### src/rtl/pulse_interval_power_meter_defines.svh
// Assertion macros used by pipm_dp.
`ifndef PULSE_INTERVAL_POWER_METER_DEFINES_SVH
`define PULSE_INTERVAL_POWER_METER_DEFINES_SVH

// Same-cycle implication, checked out of reset.
`define PIPM_ASSERT_NOW(lbl, clk, rst, ante, cons) \
  lbl: assert property (@(posedge clk) disable iff (rst) (ante) |-> (cons)) \
    else $error("pipm assertion failed");

// Next-cycle implication, checked out of reset.
`define PIPM_ASSERT_NEXT(lbl, clk, rst, ante, cons) \
  lbl: assert property (@(posedge clk) disable iff (rst) (ante) |=> (cons)) \
    else $error("pipm assertion failed");

`endif

### src/rtl/pipm_pkg.sv
package pipm_pkg;

  localparam logic [31:0] HOUR_US      = 32'd3600000000;
  localparam logic [9:0]  WATTS_PER_KW = 10'd1000;
  localparam logic [22:0] POWER_MAX    = 23'h7FFFFF;
  localparam logic [15:0] MC_RESET     = 16'd600;

  localparam logic KIND_PULSE = 1'b0;
  localparam logic KIND_QUERY = 1'b1;

  // divider operand select
  localparam logic DIV_SEL_HOUR  = 1'b0;
  localparam logic DIV_SEL_WATTS = 1'b1;

  typedef enum logic [2:0] {
    S_IDLE,
    S_Q_GO,
    S_Q_WAIT,
    S_MUL,
    S_W_GO,
    S_W_WAIT,
    S_DONE
  } state_t;

  typedef struct packed {
    logic accept;
    logic div_start;
    logic div_sel;
    logic load_quot;
    logic load_prod;
    logic load_watts;
    logic commit;
  } cmd_t;

  typedef struct packed {
    logic have_pulse;
    logic kind;
    logic div_done;
    logic out_free;
  } sts_t;

endpackage

### src/rtl/pulse_interval_power_meter.sv
// Pulse-interval power meter.
// Input channel (in_valid / in_stall): kind 0 is a meter pulse, kind 1 a
// query; timestamp_us is the event time in microseconds. A pulse returns
// nothing; a query returns one transaction on the output channel
// (out_valid / out_stall) with pulse_count, power_watts and below_flag.
// Config channel (cfg_valid / cfg_ready): writes meter_constant; cfg_ready
// is always high. Write it only while the block is idle.
// The first pulse and any item before it skip the divisions. Any later item
// runs two 32-step divisions on one shared radix-2 divider (hour / interval,
// then product / meter_constant) plus setup; in_stall is high from accept
// until the block is back in idle, so the next item waits until this one is
// done. The divider sets the rate.
// A finished result sits in an output register; the block takes the next
// item while it waits, and a query holds in its last step until that
// register is free when the receiver stalls.
// Reset (rst, synchronous): meter_constant returns to 600, pulse count,
// stored power and last timestamp to zero, no result pending.
module pulse_interval_power_meter (
  input  logic        clk,
  input  logic        rst,
  input  logic        in_valid,
  output logic        in_stall,
  input  logic        kind,
  input  logic [31:0] timestamp_us,
  input  logic        cfg_valid,
  output logic        cfg_ready,
  input  logic [15:0] meter_constant,
  output logic        out_valid,
  input  logic        out_stall,
  output logic [31:0] pulse_count,
  output logic [22:0] power_watts,
  output logic        below_flag
);

  pipm_pkg::cmd_t cmd;
  pipm_pkg::sts_t sts;

  assign cfg_ready = 1'b1;

  pipm_ctrl u_ctrl (
    .clk      (clk),
    .rst      (rst),
    .in_valid (in_valid),
    .in_stall (in_stall),
    .sts      (sts),
    .cmd      (cmd)
  );

  pipm_dp u_dp (
    .clk            (clk),
    .rst            (rst),
    .cmd            (cmd),
    .sts            (sts),
    .kind           (kind),
    .timestamp_us   (timestamp_us),
    .cfg_valid      (cfg_valid && cfg_ready),
    .meter_constant (meter_constant),
    .out_valid      (out_valid),
    .out_stall      (out_stall),
    .pulse_count    (pulse_count),
    .power_watts    (power_watts),
    .below_flag     (below_flag)
  );

endmodule

### src/rtl/pipm_div.sv
// Restoring radix-2 divider, one quotient bit per cycle.
// A divisor of zero yields an all-ones quotient.
module pipm_div (
  input  logic        clk,
  input  logic        rst,
  input  logic        start,
  input  logic [31:0] dividend,
  input  logic [31:0] divisor,
  output logic        done,
  output logic [31:0] quotient
);

  logic [31:0] rem;
  logic [31:0] dq;
  logic [31:0] dsr;
  logic [4:0]  cnt;
  logic        busy;

  logic [32:0] shifted;
  logic [32:0] diff;
  logic        ge;

  always_comb begin
    shifted = {rem, dq[31]};
    diff    = shifted - {1'b0, dsr};
    ge      = shifted >= {1'b0, dsr};
  end

  always_ff @(posedge clk) begin
    if (rst) begin
      busy <= 1'b0;
      done <= 1'b0;
      cnt  <= '0;
    end else begin
      done <= busy && (cnt == 5'd31);
      if (start) begin
        busy <= 1'b1;
        cnt  <= '0;
      end else if (busy) begin
        cnt <= cnt + 5'd1;
        if (cnt == 5'd31) begin
          busy <= 1'b0;
        end
      end
    end
  end

  always_ff @(posedge clk) begin
    if (start) begin
      rem <= '0;
      dq  <= dividend;
      dsr <= divisor;
    end else if (busy) begin
      rem <= ge ? diff[31:0] : shifted[31:0];
      dq  <= {dq[30:0], ge};
    end
  end

  assign quotient = dq;

endmodule

### src/rtl/pipm_ctrl.sv
module pipm_ctrl (
  input  logic            clk,
  input  logic            rst,
  input  logic            in_valid,
  output logic            in_stall,
  input  pipm_pkg::sts_t  sts,
  output pipm_pkg::cmd_t  cmd
);

  pipm_pkg::state_t state;
  pipm_pkg::state_t state_next;

  always_ff @(posedge clk) begin
    if (rst) begin
      state <= pipm_pkg::S_IDLE;
    end else begin
      state <= state_next;
    end
  end

  always_comb begin
    state_next = state;
    case (state)
      pipm_pkg::S_IDLE: begin
        if (in_valid) begin
          // first pulse and queries before any pulse skip the math
          state_next = sts.have_pulse ? pipm_pkg::S_Q_GO : pipm_pkg::S_DONE;
        end
      end
      pipm_pkg::S_Q_GO:   state_next = pipm_pkg::S_Q_WAIT;
      pipm_pkg::S_Q_WAIT: begin
        if (sts.div_done) begin
          state_next = pipm_pkg::S_MUL;
        end
      end
      pipm_pkg::S_MUL:    state_next = pipm_pkg::S_W_GO;
      pipm_pkg::S_W_GO:   state_next = pipm_pkg::S_W_WAIT;
      pipm_pkg::S_W_WAIT: begin
        if (sts.div_done) begin
          state_next = pipm_pkg::S_DONE;
        end
      end
      pipm_pkg::S_DONE: begin
        if (sts.kind == pipm_pkg::KIND_PULSE || sts.out_free) begin
          state_next = pipm_pkg::S_IDLE;
        end
      end
      default: state_next = pipm_pkg::S_IDLE;
    endcase
  end

  always_comb begin
    cmd      = '0;
    in_stall = (state != pipm_pkg::S_IDLE);
    case (state)
      pipm_pkg::S_IDLE:   cmd.accept = in_valid;
      pipm_pkg::S_Q_GO: begin
        cmd.div_start = 1'b1;
        cmd.div_sel   = pipm_pkg::DIV_SEL_HOUR;
      end
      pipm_pkg::S_Q_WAIT: cmd.load_quot = sts.div_done;
      pipm_pkg::S_MUL:    cmd.load_prod = 1'b1;
      pipm_pkg::S_W_GO: begin
        cmd.div_start = 1'b1;
        cmd.div_sel   = pipm_pkg::DIV_SEL_WATTS;
      end
      pipm_pkg::S_W_WAIT: cmd.load_watts = sts.div_done;
      pipm_pkg::S_DONE: begin
        cmd.commit = (sts.kind == pipm_pkg::KIND_PULSE) || sts.out_free;
      end
      default: cmd = '0;
    endcase
  end

endmodule

### src/rtl/pipm_dp.sv
`include "pulse_interval_power_meter_defines.svh"

module pipm_dp (
  input  logic            clk,
  input  logic            rst,
  input  pipm_pkg::cmd_t  cmd,
  output pipm_pkg::sts_t  sts,
  input  logic            kind,
  input  logic [31:0]     timestamp_us,
  input  logic            cfg_valid,
  input  logic [15:0]     meter_constant,
  output logic            out_valid,
  input  logic            out_stall,
  output logic [31:0]     pulse_count,
  output logic [22:0]     power_watts,
  output logic            below_flag
);

  logic [15:0] divisor_cfg;
  logic [31:0] last_pulse_time;
  logic        have_pulse;
  logic [22:0] stored_power;
  logic [31:0] pulse_counter;

  logic        item_kind;
  logic [31:0] item_time;
  logic [31:0] quot;
  logic [31:0] prod;
  logic [22:0] watts;

  logic        div_start;
  logic [31:0] div_dividend;
  logic [31:0] div_divisor;
  logic        div_done;
  logic [31:0] div_quot;

  logic [41:0] prod_full;
  logic [15:0] mc_eff;
  logic [22:0] est;
  logic        out_free;

  always_comb begin
    mc_eff    = (divisor_cfg == 16'd0) ? 16'd1 : divisor_cfg;
    prod_full = {10'd0, quot} * {32'd0, pipm_pkg::WATTS_PER_KW};
    if (cmd.div_sel == pipm_pkg::DIV_SEL_HOUR) begin
      div_dividend = pipm_pkg::HOUR_US;
      div_divisor  = item_time - last_pulse_time;
    end else begin
      div_dividend = prod;
      div_divisor  = {16'd0, mc_eff};
    end
    div_start = cmd.div_start;
    est       = have_pulse ? watts : stored_power;
    out_free  = !out_valid || !out_stall;
  end

  pipm_div u_div (
    .clk      (clk),
    .rst      (rst),
    .start    (div_start),
    .dividend (div_dividend),
    .divisor  (div_divisor),
    .done     (div_done),
    .quotient (div_quot)
  );

  always_ff @(posedge clk) begin
    if (cmd.accept) begin
      item_kind <= kind;
      item_time <= timestamp_us;
    end
    if (cmd.load_quot) begin
      quot <= div_quot;
    end
    if (cmd.load_prod) begin
      prod <= (prod_full[41:32] != 10'd0) ? 32'hFFFFFFFF : prod_full[31:0];
    end
    if (cmd.load_watts) begin
      watts <= (div_quot > {9'd0, pipm_pkg::POWER_MAX}) ? pipm_pkg::POWER_MAX
                                                        : div_quot[22:0];
    end
  end

  always_ff @(posedge clk) begin
    if (rst) begin
      divisor_cfg     <= pipm_pkg::MC_RESET;
      last_pulse_time <= '0;
      have_pulse      <= 1'b0;
      stored_power    <= '0;
      pulse_counter   <= '0;
    end else begin
      if (cfg_valid) begin
        divisor_cfg <= meter_constant;
      end
      if (cmd.commit && item_kind == pipm_pkg::KIND_PULSE) begin
        if (have_pulse) begin
          stored_power <= watts;
        end
        pulse_counter   <= pulse_counter + 32'd1;
        last_pulse_time <= item_time;
        have_pulse      <= 1'b1;
      end
    end
  end

  // result register: holds one transaction while the receiver stalls
  always_ff @(posedge clk) begin
    if (rst) begin
      out_valid <= 1'b0;
    end else if (cmd.commit && item_kind == pipm_pkg::KIND_QUERY) begin
      out_valid <= 1'b1;
    end else if (!out_stall) begin
      out_valid <= 1'b0;
    end
  end

  always_ff @(posedge clk) begin
    if (cmd.commit && item_kind == pipm_pkg::KIND_QUERY) begin
      pulse_count <= pulse_counter;
      if (est < stored_power) begin
        power_watts <= est;
        below_flag  <= 1'b1;
      end else begin
        power_watts <= stored_power;
        below_flag  <= 1'b0;
      end
    end
  end

  always_comb begin
    sts.have_pulse = have_pulse;
    sts.kind       = item_kind;
    sts.div_done   = div_done;
    sts.out_free   = out_free;
  end

  `PIPM_ASSERT_NOW(a_out_load_free, clk, rst, cmd.commit && item_kind == pipm_pkg::KIND_QUERY, !out_valid || !out_stall)
  `PIPM_ASSERT_NEXT(a_pulse_counts, clk, rst, cmd.commit && item_kind == pipm_pkg::KIND_PULSE, have_pulse && pulse_counter == $past(pulse_counter) + 32'd1)
  `PIPM_ASSERT_NEXT(a_query_keeps_state, clk, rst, cmd.commit && item_kind == pipm_pkg::KIND_QUERY, $stable(pulse_counter) && $stable(stored_power) && out_valid)

endmodule

### config.mk
export PLATFORM = sky130hd
export DESIGN_NAME = pulse_interval_power_meter
export DESIGN_NICKNAME = d
export VERILOG_FILES = /design/src/rtl/pipm_pkg.sv /design/src/rtl/pulse_interval_power_meter.sv /design/src/rtl/pipm_div.sv /design/src/rtl/pipm_ctrl.sv /design/src/rtl/pipm_dp.sv
export VERILOG_INCLUDE_DIRS = /design/src /design/src/rtl
export SDC_FILE = /design/constraint.sdc
export NUM_CORES = 1
export LEC_CHECK = 0
export BUFFER_PORTS_ARGS = -buffer_cell sky130_fd_sc_hd__buf_2
export CAP_MARGIN = 40
export CELL_PAD_IN_SITES_DETAIL_PLACEMENT = 1
export CELL_PAD_IN_SITES_GLOBAL_PLACEMENT = 2
export CORE_ASPECT_RATIO = 1.75
export CORE_UTILIZATION = 30
export CTS_CLUSTER_SIZE = 14
export DETAILED_ROUTE_END_ITERATION = 10
export PLACE_DENSITY = 0.64
export SYNTH_ARGS = -nofsm -noshare
export SYNTH_HDL_FRONTEND = slang
export SYNTH_SLANG_ARGS = --single-unit
### constraint.sdc
create_clock -name clk -period 12.2 [get_ports clk]
set_clock_uncertainty 0.1 [all_clocks]
set_input_delay 1.83 -clock clk [delete_from_list [all_inputs] [get_ports clk]]
set_output_delay 1.83 -clock clk [all_outputs]
set_load 0.1 [all_outputs]
==> results.py <==
metrics = {
    "run_status": {
        "outcome": "completed",
    },
    "sta": {
        "rsz0062_at_grt": "no",
        "setup-violations-final": 0,
        "tightest_slew_ns": 0.874,
        "hold_violations": 0,
        "max-slew-margin-rel_pct": 41.7,
        "finalCriticalPeriod_ns": 6.20,
        "max_freq_mhz": 161,
        "slew_violations": 0,
        "fin_crit_sh_pct": 50.8,
        "tns_ns": 0,
    },
    "global_route": {
        "antenna_found_initial": 6,
        "grt_pass1_wl_mm": 111,
        "grt_start_max_net_pins": 62,
        "first_global_vias": 19300,
        "grt.overflow.total": 0,
        "track_usage_pct": 17.5,
    },
    "worst_setup_path": {
        "cp.arrival_ns": 6.40,
        "crit_required_ns": 12.40,
        "critPathSlowestCell": "fa_1",
        "timing.rr.end": "u_dp.prod[6]",
        "worstSetupStartpoint": "u_dp.quot[0]",
        "crit_type": "flop to flop",
        "endpoint_kind": "flop",
        "endpoint": "u_dp.prod[6]",
        "cp-start-kind": "flop",
        "ff2ff_setup_slack_ns": 6.00,
        "crit_path_cell_trace": "fa_1, inv_1, fa_1, fa_1, fa_1, inv_1, ha_1, o211ai_1, o21bai_1, o2111ai_1, a2111oi_0, o21ai_0, o311a_1, a311oi_1, a22o_1, buf_16, nand4b_1",
        "reg2reg_depth": 17,
        "path_common_cell": "fa_1",
        "cp_slowest_stage_delay_ns": 0.60,
        "crit_fanout": 21,
        "r2r-start": "u_dp.quot[0]",
    },
    "cells_and_area": {
        "diodes": 0,
        "synthToLayoutAreaGrowth_pct": 12.5,
        "drive_gt1_share_pct": 11.3,
        "nNetsFinal": 2788,
        "fin_util_pct": 34.1,
        "n_fill_cell": 8939,
        "regArea_um2": 10100,
        "final_cell_mix": "280 x inv_1, 238 x edfxtp_1, 178 x nand2_1",
        "multiInputGateArea_um2": 12600,
        "final_common_cell": "inv_1",
    },
    "drt": {
        "drt_iter0_markers": 714,
        "vias_per_cell": 5.02,
        "wl_per_cell_um": 20.2,
        "num_vias": 17700,
        "drc": 0,
        "wl_mm": 70.9,
        "ant_nets": 0,
        "first_pass_iters": 5,
    },
    "cts": {
        "cts_setup_buffers": 0,
        "clockBufferDepth": 3,
        "cts_resized": 0,
        "cts_tree": "yes",
        "clock-root-buffer": "clkbuf_16",
        "clk_pin_slew_ns": 0.07,
        "cts_made_buffers": 40,
        "htree_levels": 2,
        "clock-sinks": 385,
        "hold_buffers": 0,
        "clock_latency_ns": 0.58,
    },
    "min_path": {
        "hold_class": "flop to flop",
    },
    "placement": {
        "globalplace.congestion": 0.852,
        "dp_hpwl_mm": 54.4,
        "io_buffer_count": 111,
    },
    "synth": {
        "ys_ff_latch": 385,
        "synth-compound-area-share_pct": 14.2,
        "syn-num-nets": 2705,
        "synth_xor_area_share_pct": 3.77,
        "ys.flop_type": "edfxtp_1",
        "synthArstFlopShare_pct": 0,
        "syn_inst": 2358,
        "synth-edff-count": 238,
        "synth_simple_gate_area_share_pct": 12.0,
        "synth_top_family_by_area": "adder cells",
        "synth_adder_area_share_pct": 18.9,
        "yosysUniqueCellTypes": 85,
        "syn_avg_cell_area_um2": 10.3,
        "seq_area_frac_synth_pct": 41.7,
        "synth_mux_area_share_pct": 2.95,
        "netlist_area_um2": 24200,
        "ys_warn_count": 0,
    },
    "power_and_ir_drop": {
        "powerDensity_nw_per_um2": 211,
        "p_leak_uw": 0.0107,
        "vdd_drop_max_mv": 0.132,
    },
    "die": {
        "die-area_um2": 81800,
        "pin_count": 113,
        "die_x_um": 217,
        "rows": 137,
        "die_h_um": 378,
        "start_util_pct": 30.3,
        "core_area_um2": 79700,
    },
    "flow_run": {
        "drv_cap": 0,
    },
}
## synth_stat cells, types with 54 or more instances
cell type / n / area [µm²]
nand3_1: 54 / 270
xor2_1: 60 / 526
nor2_1: 148 / 556
o21ai_0: 108 / 541
fa_1: 120 / 2400
clkbuf_1: 62 / 233
inv_1: 281 / 1050
nand2_1: 179 / 672
dfxtp_1: 147 / 2940
edfxtp_1: 238 / 7150
a21oi_1: 162 / 811
ha_1: 173 / 2160
## flip-flops by register name, summed over array words and instances (netlist names), 3 cells and up
signal                cells
u_ctrl.state              3
u_dp.divisor_cfg         16
u_dp.item_time           32
u_dp.last_pulse_time     32
u_dp.power_watts         23
u_dp.prod                30
u_dp.pulse_count         32
u_dp.pulse_counter       32
u_dp.quot                32
u_dp.stored_power        23
u_dp.u_div.cnt            5
u_dp.u_div.dsr           32
u_dp.u_div.quotient      32
u_dp.u_div.rem           32
u_dp.watts               23
## routing by layer
metal	wire length, µm	global-route usage [%]	up-vias
met1	27700	19.1	8899
met5	66	0	-
met2	38800	34.0	234
li1	-	-	8421
met3	1890	2.10	98
met4	2450	6.36	10
## logic make-up after synthesis
group	count (synthesis)
adder cells (fa/ha/maj)	293
AO/OA/AOI/OAI	527
AND/OR/NAND/NOR	603
buffers and inverters	377
XOR/XNOR	104
flip-flops	385
multiplexers	68
other	1
## layout make-up
class	instances	share of cell area (%)
multi-input cells	1596	46.3
inverters	282	3.89
flip-flops and latches	385	37.1
clock inverters	21	0.759
well taps	1042	4.79
clock buffers	53	4.09
repair buffers	136	3.12
## metrics by stage
step	setup WS (ns)	instance area, µm²	hold WS [ns]	power [µW]	std cells
2_1_floorplan	6.94	24200	0.317	3750	2358
3_3_place_gp	5.88	25700	0.342	4410	3434
3_5_place_dp	6.05	25900	0.343	4500	3441
4_1_cts	5.99	27200	0.358	5830	3515
5_1_grt	5.61	27200	0.376	6100	3515
6_report	6.00	27200	0.355	5730	3515
## how the worst min path moves through the flow
stage | startpoint | endpoint | slack, ns | cells after the start
5_1_grt | u_dp.last_pulse_time[11] | u_dp.last_pulse_time[11] | 0.38 | 2
6_report | u_dp.last_pulse_time[12] | u_dp.last_pulse_time[12] | 0.36 | 2
3_3_place_gp | u_dp.last_pulse_time[7] | u_dp.last_pulse_time[7] | 0.34 | 2
2_1_floorplan | u_dp.pulse_counter[31] | u_dp.pulse_count[31] | 0.32 | 0
3_5_place_dp | u_dp.pulse_counter[31] | u_dp.pulse_count[31] | 0.34 | 0
4_1_cts | u_dp.last_pulse_time[5] | u_dp.last_pulse_time[5] | 0.36 | 2
## critical path, delay by kind of cell (launching register included)
family | cells | cell delay, ns
and+or+nand+nor | 1 | 0.11
DFF | 1 | 0.50
buffers and inverters | 3 | 0.33
adders and majority gates | 5 | 2.45
AOI/OAI and AO/OA | 8 | 2.42
## power by group
part           switching (µW)  internal (µW)
sequential                203           1750
combinational            1560            932
clock                     566            713
Note: power is estimated with default switching activity, not from simulation.
